File: src/bmds_pkg.sv
// Package: constants, mode codes and the result layout of the mode and duration setter.
`timescale 1ns / 1ps
`default_nettype none

package bmds_pkg;

  localparam int NUM_BUTTONS = 3;

  localparam int MODE_W   = 3;
  localparam int DUR_W    = 7;
  localparam int PERIOD_W = 8;
  localparam int IN_W     = 8;
  localparam int OUT_W    = 40;
  localparam int CFG_AW   = 3;
  localparam int CFG_DW   = 32;

  localparam logic [MODE_W-1:0] MODE_NORMAL = 3'd1;
  localparam logic [MODE_W-1:0] MODE_RED    = 3'd2;
  localparam logic [MODE_W-1:0] MODE_YELLOW = 3'd3;
  localparam logic [MODE_W-1:0] MODE_GREEN  = 3'd4;

  localparam logic [PERIOD_W-1:0] REPEAT_PERIOD_RST = 8'd50;
  localparam logic [DUR_W-1:0]    MAX_DURATION_RST  = 7'd99;
  localparam logic [DUR_W-1:0]    DURATION_MIN      = 7'd1;

  // Register indexes (word address bit 2)
  localparam logic REG_REPEAT_PERIOD = 1'b0;
  localparam logic REG_MAX_DURATION  = 1'b1;

  // Result word, lowest field last
  typedef struct packed {
    logic [6:0]        pad;
    logic              edit_flag;
    logic              display_update;
    logic [DUR_W-1:0]  green_time_out;
    logic [DUR_W-1:0]  yellow_time_out;
    logic [DUR_W-1:0]  red_time_out;
    logic [DUR_W-1:0]  current_duration;
    logic [MODE_W-1:0] current_mode;
  } result_t;

endpackage

`default_nettype wire

File: src/button_mode_duration_setter.sv
// Button mode and duration setter: three buttons with long-press auto-repeat, one result per tick.
//
// Takes one tick request per clock cycle while s_axis_tready is high. All per-tick work (the three
// button machines and the mode, duration and store chain, in button order 0, 1, 2) sits between
// the input handshake and the result register, so a new request can follow every such cycle. A
// result register plus one skid entry keep the input side running while the output side stalls;
// s_axis_tready drops only when both are full. The user must write repeat_period and max_duration
// through the APB port only while the block is idle; the block does not enforce it.
`timescale 1ns / 1ps
`default_nettype none

module button_mode_duration_setter (
  input  wire logic                        clk_i,
  input  wire logic                        rst_ni,
  // tick request
  input  wire logic                        s_axis_tvalid,
  output logic                             s_axis_tready,
  input  wire logic [bmds_pkg::IN_W-1:0]   s_axis_tdata,  // [2:0] button_levels,
                                                          // [5:3] long_press_levels, [7:6] 0
  // result
  output logic                             m_axis_tvalid,
  input  wire logic                        m_axis_tready,
  output logic [bmds_pkg::OUT_W-1:0]       m_axis_tdata,  // [2:0] current_mode,
                                                          // [9:3] current_duration,
                                                          // [16:10] red_time_out,
                                                          // [23:17] yellow_time_out,
                                                          // [30:24] green_time_out,
                                                          // [31] display_update,
                                                          // [32] edit_flag, [39:33] 0
  // configuration
  input  wire logic                        psel,
  input  wire logic                        penable,
  input  wire logic                        pwrite,
  input  wire logic [bmds_pkg::CFG_AW-1:0] paddr,
  input  wire logic [bmds_pkg::CFG_DW-1:0] pwdata,
  output logic [bmds_pkg::CFG_DW-1:0]      prdata,
  output logic                             pready
);

  typedef enum logic [1:0] {
    PH_RELEASED = 2'd0,
    PH_PRESSED  = 2'd1,
    PH_LONG     = 2'd2
  } phase_e;

  typedef struct packed {
    phase_e                              phase;
    logic [bmds_pkg::PERIOD_W-1:0]       cnt;
    logic                                fire;
    logic                                press;
    logic                                rel;
    logic                                long_on;
  } btn_t;

  function automatic btn_t btn_next(phase_e ph, logic down, logic held,
                                    logic [bmds_pkg::PERIOD_W-1:0] cnt,
                                    logic [bmds_pkg::PERIOD_W-1:0] period);
    btn_t r;
    r.phase   = ph;
    r.cnt     = cnt;
    r.fire    = 1'b0;
    r.press   = 1'b0;
    r.rel     = 1'b0;
    r.long_on = 1'b0;
    case (ph)
      PH_PRESSED: begin
        if (!down) begin
          r.phase = PH_RELEASED;
          r.rel   = 1'b1;
        end else if (held) begin
          r.phase = PH_LONG;
          r.cnt   = '0;
        end
      end
      PH_LONG: begin
        if (!down) begin
          r.phase = PH_RELEASED;
          r.rel   = 1'b1;
        end else begin
          r.long_on = 1'b1;
          // count of 0 or 1 fires and reloads
          if (cnt <= 8'd1) begin
            r.fire = 1'b1;
            r.cnt  = period;
          end else begin
            r.cnt = cnt - 8'd1;
          end
        end
      end
      default: begin
        // long flag is ignored on the press tick itself
        r.phase = PH_RELEASED;
        if (down) begin
          r.phase = PH_PRESSED;
          r.fire  = 1'b1;
          r.press = 1'b1;
        end
      end
    endcase
    return r;
  endfunction

  // configuration
  logic [bmds_pkg::PERIOD_W-1:0] period_q;
  logic [bmds_pkg::DUR_W-1:0]    max_dur_q;
  logic                          cfg_wr;

  // state
  phase_e                        phase_q [bmds_pkg::NUM_BUTTONS];
  logic [bmds_pkg::PERIOD_W-1:0] cnt_q   [bmds_pkg::NUM_BUTTONS];
  logic [bmds_pkg::MODE_W-1:0]   mode_q, mode_d;
  logic [bmds_pkg::DUR_W-1:0]    dur_q, dur_d;
  logic                          edit_q, edit_d;
  logic [bmds_pkg::DUR_W-1:0]    red_q, red_d;
  logic [bmds_pkg::DUR_W-1:0]    yellow_q, yellow_d;
  logic [bmds_pkg::DUR_W-1:0]    green_q, green_d;

  btn_t                          btn [bmds_pkg::NUM_BUTTONS];
  logic [bmds_pkg::MODE_W-1:0]   mode_a;
  logic [bmds_pkg::DUR_W-1:0]    dur_a;
  logic [bmds_pkg::DUR_W:0]      dur_inc;
  logic                          disp;
  bmds_pkg::result_t             res;

  // output register and skid entry
  logic                          out_valid_q, out_valid_d;
  logic                          skid_valid_q, skid_valid_d;
  bmds_pkg::result_t             out_q, out_d;
  bmds_pkg::result_t             skid_q, skid_d;
  logic                          accept;
  logic                          take;

  assign cfg_wr = psel && penable && pwrite && pready;
  assign pready = 1'b1;
  assign prdata = (paddr[2] == bmds_pkg::REG_MAX_DURATION) ?
                  {{(bmds_pkg::CFG_DW-bmds_pkg::DUR_W){1'b0}}, max_dur_q} :
                  {{(bmds_pkg::CFG_DW-bmds_pkg::PERIOD_W){1'b0}}, period_q};

  always_ff @(posedge clk_i or negedge rst_ni) begin
    if (!rst_ni) begin
      period_q  <= bmds_pkg::REPEAT_PERIOD_RST;
      max_dur_q <= bmds_pkg::MAX_DURATION_RST;
    end else if (cfg_wr) begin
      if (paddr[2] == bmds_pkg::REG_REPEAT_PERIOD) begin
        period_q <= pwdata[bmds_pkg::PERIOD_W-1:0];
      end else begin
        max_dur_q <= pwdata[bmds_pkg::DUR_W-1:0];
      end
    end
  end

  assign s_axis_tready = !skid_valid_q;
  assign accept        = s_axis_tvalid && s_axis_tready;
  assign take          = out_valid_q && m_axis_tready;

  // per-button machines, independent of the mode, duration and store registers
  for (genvar g = 0; g < bmds_pkg::NUM_BUTTONS; g++) begin : g_btn
    assign btn[g] = btn_next(phase_q[g], s_axis_tdata[g], s_axis_tdata[3+g],
                             cnt_q[g], period_q);

    always_ff @(posedge clk_i or negedge rst_ni) begin
      if (!rst_ni) begin
        phase_q[g] <= PH_RELEASED;
        cnt_q[g]   <= '0;
      end else if (accept) begin
        phase_q[g] <= btn[g].phase;
        cnt_q[g]   <= btn[g].cnt;
      end
    end
  end

  // action chain: later buttons see what earlier ones set this tick
  always_comb begin
    mode_a   = mode_q;
    dur_a    = dur_q;
    edit_d   = edit_q;
    disp     = 1'b0;
    red_d    = red_q;
    yellow_d = yellow_q;
    green_d  = green_q;

    if (btn[0].rel) begin
      edit_d = 1'b0;
    end
    if (btn[0].long_on) begin
      edit_d = 1'b1;
    end
    if (btn[0].fire) begin
      disp  = 1'b1;
      dur_a = bmds_pkg::DURATION_MIN;
      if (mode_q >= bmds_pkg::MODE_GREEN) begin
        mode_a = bmds_pkg::MODE_NORMAL;
        if (btn[0].press) begin
          edit_d = 1'b1;
        end
      end else begin
        mode_a = mode_q + 3'd1;
      end
    end

    dur_inc = {1'b0, dur_a} + 8'd1;
    dur_d   = dur_a;
    if (btn[1].fire) begin
      dur_d = (dur_inc > {1'b0, max_dur_q}) ? bmds_pkg::DURATION_MIN
                                            : dur_inc[bmds_pkg::DUR_W-1:0];
    end

    if (btn[2].fire) begin
      case (mode_a)
        bmds_pkg::MODE_RED:    red_d    = dur_d;
        bmds_pkg::MODE_YELLOW: yellow_d = dur_d;
        bmds_pkg::MODE_GREEN:  green_d  = dur_d;
        default: ;
      endcase
    end
    mode_d = mode_a;

    res.pad              = '0;
    res.edit_flag        = edit_d;
    res.display_update   = disp;
    res.green_time_out   = green_d;
    res.yellow_time_out  = yellow_d;
    res.red_time_out     = red_d;
    res.current_duration = dur_d;
    res.current_mode     = mode_d;
  end

  always_ff @(posedge clk_i or negedge rst_ni) begin
    if (!rst_ni) begin
      mode_q   <= bmds_pkg::MODE_NORMAL;
      dur_q    <= bmds_pkg::DURATION_MIN;
      edit_q   <= 1'b0;
      red_q    <= '0;
      yellow_q <= '0;
      green_q  <= '0;
    end else if (accept) begin
      mode_q   <= mode_d;
      dur_q    <= dur_d;
      edit_q   <= edit_d;
      red_q    <= red_d;
      yellow_q <= yellow_d;
      green_q  <= green_d;
    end
  end

  // result register with one skid entry behind it
  always_comb begin
    out_valid_d  = out_valid_q;
    skid_valid_d = skid_valid_q;
    out_d        = out_q;
    skid_d       = skid_q;
    if (take) begin
      if (skid_valid_q) begin
        out_d        = skid_q;
        skid_valid_d = 1'b0;
      end else begin
        out_valid_d = accept;
        out_d       = res;
      end
    end else if (accept) begin
      if (!out_valid_q) begin
        out_valid_d = 1'b1;
        out_d       = res;
      end else begin
        skid_valid_d = 1'b1;
        skid_d       = res;
      end
    end
  end

  always_ff @(posedge clk_i or negedge rst_ni) begin
    if (!rst_ni) begin
      out_valid_q  <= 1'b0;
      skid_valid_q <= 1'b0;
    end else begin
      out_valid_q  <= out_valid_d;
      skid_valid_q <= skid_valid_d;
    end
  end

  always_ff @(posedge clk_i) begin
    out_q  <= out_d;
    skid_q <= skid_d;
  end

  assign m_axis_tvalid = out_valid_q;
  assign m_axis_tdata  = out_q;

endmodule

`default_nettype wire

File: config.mk
export PLATFORM = sky130hd
export DESIGN_NAME = button_mode_duration_setter
export DESIGN_NICKNAME = d
export VERILOG_FILES = /design/src/bmds_pkg.sv /design/src/button_mode_duration_setter.sv
export SDC_FILE = /design/constraint.sdc
export NUM_CORES = 1
export LEC_CHECK = 0
export ABC_AREA = 1
export BUFFER_PORTS_ARGS = -buffer_cell sky130_fd_sc_hd__buf_2
export CAP_MARGIN = 40
export CORE_ASPECT_RATIO = 1.75
export CORE_MARGIN = 2
export CORE_UTILIZATION = 35
export CTS_CLUSTER_SIZE = 8
export DETAILED_ROUTE_END_ITERATION = 7
export PLACE_DENSITY = 0.63
export REMOVE_ABC_BUFFERS = 1
export SLEW_MARGIN = 20
export SYNTH_ARGS = -nofsm -noshare
export SYNTH_HDL_FRONTEND = slang
export SYNTH_SLANG_ARGS = --single-unit
File: constraint.sdc
create_clock -name clk_i -period 3.8 [get_ports clk_i]
set_clock_uncertainty 0.1 [all_clocks]
set_input_delay 1.14 -clock clk_i [delete_from_list [all_inputs] [get_ports clk_i]]
set_output_delay 1.14 -clock clk_i [all_outputs]
set_load 0.02 [all_outputs]
# Word-level counts from Yosys, hierarchy flattened
# Index checks and enable logic that the tools add are counted.
[totals] regBits=152 inputBits=50 out_inout_bits=75 wordCells=161
[op_classes] add_sub_neg=5 magnitude_cmp=5 n_eq_ne=26 mux=69 bitwise_logic=2 n_reduce_logical=23
[ops] operator="$mux 40" n=3
[ops] operator="$mux 7" n=9
[ops] operator="$mux 8" n=7
[ops] operator="$pmux 8 s2" n=3
[ops] operator="$mux 33" n=1
[ops] operator="$mux 10" n=3
[ops] operator="$mux 9" n=3
[ops] operator="$ne 2x2->1 const B" n=13
[ops] operator="$le 8x1->1 const B" n=3
[ops] operator="$sub 8x1->8 const B" n=3
[ops] operator="$mux 1" n=23
[ops] operator="$mux 2" n=9
[ops] operator="$reduce_and 5->1" n=3
[ops] operator="$pmux 2 s2" n=3
[ops] operator="$reduce_and 3->1" n=4
[ops] operator="$reduce_and 2->1" n=5
[ops] operator="$reduce_bool 2->1" n=5
[ops] operator="$ne 3x3->1 const B" n=3
[ops] operator="$add 7x1->8 const B" n=1
[ops] operator="$gt 8x7->1" n=1
[ops] operator="$eq 2x1->1 const B" n=3
[ops] operator="$eq 2x2->1 const B" n=3
[ops] operator="$eq 3x2->1 const B" n=2
[ops] operator="$mux 3" n=2
[ops] operator="9 further kinds" n=15

# Logic depth before layout (Yosys ltp)
# Gate-level depths: netlist (run 1).
[depth] depth_word=14 ltp_mapped=29 mapped_depth_nobuf=28

# Worst setup path after synthesis (run 1)
# No wires, ideal clock.
[synth_timing] path_type="input to register" startpoint="input s_axis_tvalid" endpoint="register out_q, in the netlist m_axis_tdata[0] (enable)" setup_time_ps=469 arrival_ps=4085 required_time_ps=3231 path_slack_ps=-854 path_stages=4 n_path_buf=2 path_cell_list="nand2_1 buf_1 clkbuf_1 o21ai_0"
[synth_via] elab_chain_len=3
[synth_lines] item="start: declaration" line="button_mode_duration_setter.sv:16" rtl="input wire logic s_axis_tvalid,"
[synth_lines] item="$logic_and 1x1->1" line="button_mode_duration_setter.sv:153" rtl="assign accept = s_axis_tvalid && s_axis_tready;"
[synth_lines] item="$reduce_bool 2->1 (no source line)"
[synth_lines] item="$reduce_and 2->1 (no source line)"
[synth_lines] item="end signal: assignment" line="button_mode_duration_setter.sv:282" rtl="out_q <= out_d;"
[synth_lines] item="end: declaration" line="button_mode_duration_setter.sv:128" rtl="bmds_pkg::result_t out_q, out_d;"
# Every way passes these cells.
# A chain may end at the register's enable or synchronous reset.

==> reports/results.ini, run 1 <==
[floorplan]
ios=125
die_area_sq_mm=0.0233
die_w_um=116
core-area_sq_mm=0.0216
initial_utilization=0.357
fp.dieH_um=200
rows=71

[clock_tree]
clkTransAtPathRegs_ns=0.06
hold_buffers=0
cts_tree=done
cts_buffer_depth=2
cts_root_buf=clkbuf_16
numCtsBuffers=17
cts_sinks=145
insertion_delay_ns=0.43
cts_max_level=4

[timing]
tightestPinTransition_ns=0.705
setup_tns_ns=0
slew_violations=0
whs_ns=0.380
fmax_mhz=276
setup_viol=0
relSlewSlack=0.530
post-route-min-period_ns=3.63
fin_crit_sh=0.954
hold_viol_final=0

[synth]
synth_compound_area_frac=0.127
synthTopCellsByCount=nand2_1 (175), inv_1 (115), o21ai_0 (78), dfrtp_1 (70), edfxtp_1 (66)
synth_mux_area_frac=0
synthArstFlopShare=0.545
synth_area_sq_mm=0.00771
synth_edf_count=66
synth.largest_area_cell=edfxtp_1
synthAdderAreaFrac=0.0357
yosys_most_used_dff=dfrtp_1
synth-simple-area-share=0.209
yosysSeqAreaShare=0.515
synth_area_leaders=edfxtp_1 (26%), dfrtp_1 (23%), nand2_1 (8.5%)
synth_area_per_cell_sq_um=8.90
synth.distinct_cells=45
synthXorXnorAreaFrac=0.00454
synth_top_family_by_area=simple AND/OR/NAND/NOR gates
yosysTopAreaCellShare=0.257
synth_seq_cells=145
yosys_warnings=0
synth_cells=866
yosysMostFrequentCell=nand2_1

[worst_setup_path]
r2r_end=m_axis_tdata[30]
cp_cell_sequence=buf_2 > nand2_1 > inv_2 > nand3_4 > buf_4 > nand4_1 > nor2_2 > buf_4 > nand3b_1 > nand2_1 > ha_4 > nand2_1 > buf_4 > nor2_1 > nand4_1 > nand2_1 > nand2_1 > nor2_2 > buf_6 > nand2_2 > nand3_1 > nand2_2 > a21oi_2
path_class=input pin to flop
critPathMaxStageDelay_ns=0.29
r2r_start=cnt_q[16]
reg2reg_depth=24
path_max_fanout=6
r2r_slack_ns=0.28
end_kind=flop
crit_top_cell=nand2_1
cp_slowest_cell=ha_4
critPathArrivalTime_ns=3.82
crit_required_ns=3.99
crit_path_start_kind=input pin

[routing]
ant_nets=0
route.detailed.drc=0
wl_um=17000
drtIter0Drc=226
routed_via_density=4.61
wire_per_inst_um=13.3
vias=5855
first_pass_iters=4

[worst_hold_path]
min_path_cells=2
min_from=red_q[0]
min_to=red_q[0]
min_path_type=flop to flop

[power_and_ir_drop]
p_per_area_mw_per_mm2=862
total_power_w=0.00793
leakagePower_nw=4.36
peakVddDrop_v=0.000307

[place]
io_buffer_count=64
gp_congestion=0.906
dp_hpwl_um=12400

[cells_and_area]
finalNetCount=1038
n_antenna_cell=0
drive_above_1_share=0.252
syn2layout_area_growth_pct=19.3

[grt]
grt_max_degree=57
grtUsageTotal=0.153
grt_pass1_wl_um=27800
overflow=0
grt_pass1_vias=5686
antenna_found_initial=0

[flow_run]
drv_cap=0

[status]
outcome=completed

## cells by family (layout without fill, tap and decap cells)
kind of cell / count (synthesis) / after routing
DFF: 145 / 145
AOI/OAI and AO/OA: 162 / 162
other: 2 / 32
buffers and inverters: 180 / 263
and+or+nand+nor: 351 / 351
adders and majority gates: 22 / 22
xor gates and xnor gates: 4 / 4
## worst max-delay path, delay by kind of cell
family          cells  cell delay (ns)
fa+ha+maj           1             0.29
buf+inv             6             0.77
compound gates      1             0.12
simple gates       15             1.49
## worst max-delay path by stage
stage | start | to | slack, ns | cells past startpoint
after CTS | s_axis_tdata[0] | m_axis_tdata[30] | 0.08 | 24
after global routing | s_axis_tdata[0] | m_axis_tdata[23] | -0.03 | 23
final | s_axis_tdata[0] | m_axis_tdata[30] | 0.17 | 23
after detailed placement | s_axis_tdata[0] | m_axis_tdata[30] | -0.36 | 24
after global placement | s_axis_tdata[0] | m_axis_tdata[30] | -0.33 | 27
after floorplan | s_axis_tvalid | m_axis_tdata[0] | -1.28 | 2
## power by group
part | internal [W] | total [W] | switching (W)
Sequential | 0.00237 | 0.00265 | 0.000278
Clock | 0.00104 | 0.00174 | 0.000698
Combinational | 0.00127 | 0.00354 | 0.00227
## layer usage
layer  track usage  vias up  routed length (um)
met1         0.168     2720                6500
met4        0.0655        0                 497
met2         0.281      124                9470
li1              -     2983                   -
met5             0        -                   0
met3        0.0287       28                 495
## timing repair
| item | in CTS | in global routing |
|---|---|---|
| resized for setup | 0 | 25 |
| buffers inserted | 0 | 3 |
| endpoints found under the setup margin | 0 | 51 |
## layout by cell type, fill, tap and decap left out, drive strengths merged, types with 4 or more instances in the layout
master	instances
dfrtp	70
dfstp	9
nand4	6
conb	32
clkbuf	17
o21ai	101
a21oi	29
o211ai	10
nand3	53
nand2	196
or2	20
nor3	9
inv	129
edfxtp	66
clkinv	7
buf	105
o22ai	12
nor2	64
a32o	4
ha	22
## per-stage QoR
stage | util | instance area, sq um | instances | worst slack (ns)
CTS | 0.421 | 9080 | 1268 | 0.0819
detailed placement | 0.392 | 8470 | 1236 | -0.359
finish | 0.426 | 9200 | 1271 | 0.173
global placement | 0.392 | 8470 | 1236 | -0.334
global route | 0.426 | 9200 | 1271 | -0.0328
floorplan | - | 7470 | 842 | -1.28
## layout make-up
cell class              instances  area (sq um)
fillers                      2131         12400
flip-flops and latches        145          3970
multi-input cells             571          3130
repair buffers                105           647
inverters                     126           475
clock buffers                  17           425
well taps                     292           365
clock inverters                15           183
## registers in the layout (all words and copies together) (netlist names)
signal,flops
skid_valid_q,1
red_q,7
max_dur_q,7
edit_q,1
m_axis_tdata,33
phase_q,6
dur_q,7
skid_q,33
cnt_q,24
mode_q,3
yellow_q,7
period_q,8
m_axis_tvalid,1
green_q,7
No activity file was read; power rests on OpenSTA's default activity.
==> run 2, diff against run 1 <==
PLACE_DENSITY = 0.6   (was 0.63)
==> run 2 against run 1 <==
Sequential power about the same. Sequential cell count unchanged. Sequential share of layout area decreased by 0.076 points. Total power about the same. Non-clock buffer count decreased by 5. Register-to-register slack improved by 0.02 ns. Critical path type unchanged. Highest routed layer unchanged.
==> reports/results.ini, run 2 (synthesis gave the netlist of run 1 again) <==
[place]
dp_slack_ns=-0.432  ; was -0.359 ns
dpl_cell_area_sq_mm=0.00848  ; was 0.00847 sq mm
gp_congestion=0.898  ; was 0.906
io_buffer_count=64  ; unchanged
placedCellCount=1234  ; was 1236
dp_hpwl_um=12500  ; was 12400 um

[grt]
met1_usage=0.164  ; was 0.168
grt_pass1_wl_um=27900  ; was 27800 um
use_met2=0.290  ; was 0.281
antenna_found_initial=0  ; unchanged
grt-busiest-layer=met2  ; unchanged
use_met3=0.0351  ; was 0.0287
grt_max_degree=60  ; was 57
grtUsageTotal=0.155  ; was 0.153
overflow=0  ; unchanged
grt_pass1_vias=5593  ; was 5686

[clock_tree]
cts_buffer_depth=2  ; unchanged
cts_root_buf=clkbuf_16  ; unchanged
post_cts_buffers=0  ; unchanged
numCtsBuffers=17  ; unchanged
insertion_delay_ns=0.43  ; about the same
cts_max_level=4  ; unchanged
clkTransAtPathRegs_ns=0.06  ; about the same
cts_sinks=145  ; unchanged
cts_tree=done  ; unchanged

[worst_setup_path]
crit_buf_inv=5  ; was 6
critPathArrivalTime_ns=3.77  ; was 3.82 ns
crit_top_cell=nand2_1  ; unchanged
path_max_fanout=5  ; was 6
cp_slowest_cell=ha_4  ; unchanged
end_kind=flop  ; unchanged
critPathMaxStageDelay_ns=0.27  ; was 0.29 ns
crit_path_start_kind=input pin  ; unchanged
path_class=input pin to flop  ; unchanged
crit_required_ns=3.98  ; was 3.99 ns
path_delay_family=simple AND/OR/NAND/NOR gates  ; unchanged
cp_cell_sequence=buf_2 > nand2_2 > inv_2 > nand3_4 > buf_4 > nand4_1 > nor2_1 > nand2_1 > nand2_1 > nand2_2 > ha_4 > nand2_1 > buf_4 > nor2_1 > nand4_1 > nand2_1 > nand2_1 > nor2_4 > buf_6 > nand2_2 > nand3_1 > nand2_1 > a21oi_1  ; was buf_2 > nand2_1 > inv_2 > nand3_4 > buf_4 > nand4_1 > nor2_2 > buf_4 > nand3b_1 > nand2_1 > ha_4 > nand2_1 > buf_4 > nor2_1 > nand4_1 > nand2_1 > nand2_1 > nor2_2 > buf_6 > nand2_2 > nand3_1 > nand2_2 > a21oi_2

[cells_and_area]
layout_commonest_cell=nand2_1  ; unchanged
finalNetCount=1033  ; was 1038
finalNonFillerCells=1266  ; was 1271
final_area_sq_mm=0.00922  ; was 0.00920 sq mm
mostFrequentLayoutCells=nand2_1 (161), inv_1 (112), o21ai_0 (77), dfrtp_1 (70), edfxtp_1 (66)  ; was nand2_1 (166), inv_1 (114), o21ai_0 (77), dfrtp_1 (70), edfxtp_1 (66)
n_antenna_cell=0  ; unchanged
syn2layout_area_growth_pct=19.5  ; was 19.3%
drive_above_1_share=0.255  ; was 0.252

[timing]
setup_viol=0  ; unchanged
hold_viol_final=0  ; unchanged
layout_setup_ws_ns=0.206  ; was 0.173 ns
fmax_mhz=278  ; was 276 MHz
tightestPinTransition_ns=0.568  ; was 0.705 ns
relSlewSlack=0.621  ; was 0.530
rsz0062_at_grt=yes
post-route-min-period_ns=3.59  ; was 3.63 ns
fin_crit_sh=0.946  ; was 0.954
slew_violations=0  ; unchanged

[floorplan]
initial_utilization=0.357  ; unchanged
fp.dieH_um=200  ; unchanged
die_w_um=116  ; unchanged
die_area_sq_mm=0.0233  ; unchanged
rows=71  ; unchanged
ios=125  ; unchanged
core-area_sq_mm=0.0216  ; unchanged

[routing]
wire_per_inst_um=13.5  ; was 13.3 um
routed_via_density=4.65  ; was 4.61
wl_um=17100  ; was 17000 um
ant_nets=0  ; unchanged
first_pass_iters=4  ; unchanged
vias=5890  ; was 5855
route.detailed.drc=0  ; unchanged
drtIter0Drc=259  ; was 226

[power_and_ir_drop]
swShare=0.409  ; about the same
p_per_area_mw_per_mm2=860  ; was 862 mW/mm^2
internal_power_w=0.00468  ; was 0.00469 W
peakVddDrop_v=0.000416  ; was 0.000307 V
leakagePower_nw=4.34  ; was 4.36 nW
p_comb_frac=0.449  ; was 0.446
total_power_w=0.00793  ; about the same
power.share.clock=0.215  ; was 0.219
pwr-share-seq=0.336  ; was 0.334
p_sw_w=0.00325  ; was 0.00324 W

[flow_run]
drv_cap=0  ; unchanged

[worst_hold_path]
min_path_type=flop to flop  ; unchanged

[status]
outcome=completed  ; unchanged

-- run 2: cell types whose count changed in the layout (fill, tap and decap cells not counted), moves of 2 or more --
| cell | before | now |
|---|---|---|
| buf_4 | 40 | 33 |
| inv_1 | 114 | 112 |
| nand2_2 | 27 | 32 |
| clkbuf_1 | 0 | 3 |
| inv_2 | 10 | 12 |
| buf_12 | 1 | 3 |
| nor2_4 | 2 | 5 |
| nand2_1 | 166 | 161 |
| nor2_2 | 8 | 5 |
| inv_6 | 4 | 1 |
| clkinv_1 | 3 | 1 |
-- run 2: area by class of cell --
type / count / area [sq um]
fill: 2123 / 12400
sequential: 145 / 3970
multi-input combinational: 571 / 3170
timing repair buffer: 100 / 634
inverter: 126 / 475
clock buffer: 20 / 437
tap: 292 / 365
clock inverter: 12 / 161
-- run 2: worst paths after layout --
path | cells after the start | from | slack [ns] | to
hold / removal | 2 | yellow_q[0] | 0.38 | yellow_q[0]
hold reg to reg | 2 | yellow_q[0] | 0.38 | yellow_q[0]
max in group asynchronous | 2 | rst_ni | 2.38 | max_dur_q[1]
setup reg to reg | 27 | cnt_q[17] | 0.30 | m_axis_tdata[13]
setup / recovery | 23 | s_axis_tdata[0] | 0.21 | m_axis_tdata[13]
min in group asynchronous | 1 | rst_ni | 0.52 | skid_valid_q
-- run 2: power groups by stage --
stage	logic [W]	clock network, W	registers (W)
final	0.00356	0.00170	0.00266
after floorplan	0.00221	0	0.00287
after global routing	0.00402	0.00182	0.00272
after CTS	0.00350	0.00174	0.00266
after global placement	0.00342	0	0.00268
after detailed placement	0.00348	0	0.00269
-- run 2: what timing repair did --
action                                  4_1_cts  5_1_grt
hold buffers                                  0        0
gates resized for setup                       0       36
endpoints found under the setup margin        0       77
-- run 2: worst min-delay path, cell delays in order, from the launching register on --
cell and delay (ns):
dfrtp_1 0.34, nand2_1 0.05, nand2_1 0.05
-- run 2: per-layer routing --
metal / share of wire / vias up
li1: - / 2977
met1: 0.38 / 2773
met2: 0.57 / 119
met3: 0.036 / 21
met4: 0.021 / 0
met5: 0 / -
-- run 2: through the flow --
step | utilization | setup TNS (ns) | hold slack (ns)
4_1_cts | 0.421 | 0 | 0.383
6_report | 0.427 | 0 | 0.377
3_3_place_gp | 0.393 | -19.54 | 0.359
3_5_place_dp | 0.393 | -22.51 | 0.367
2_1_floorplan | - | -51.00 | 0.343
5_1_grt | 0.427 | -0.119 | 0.406
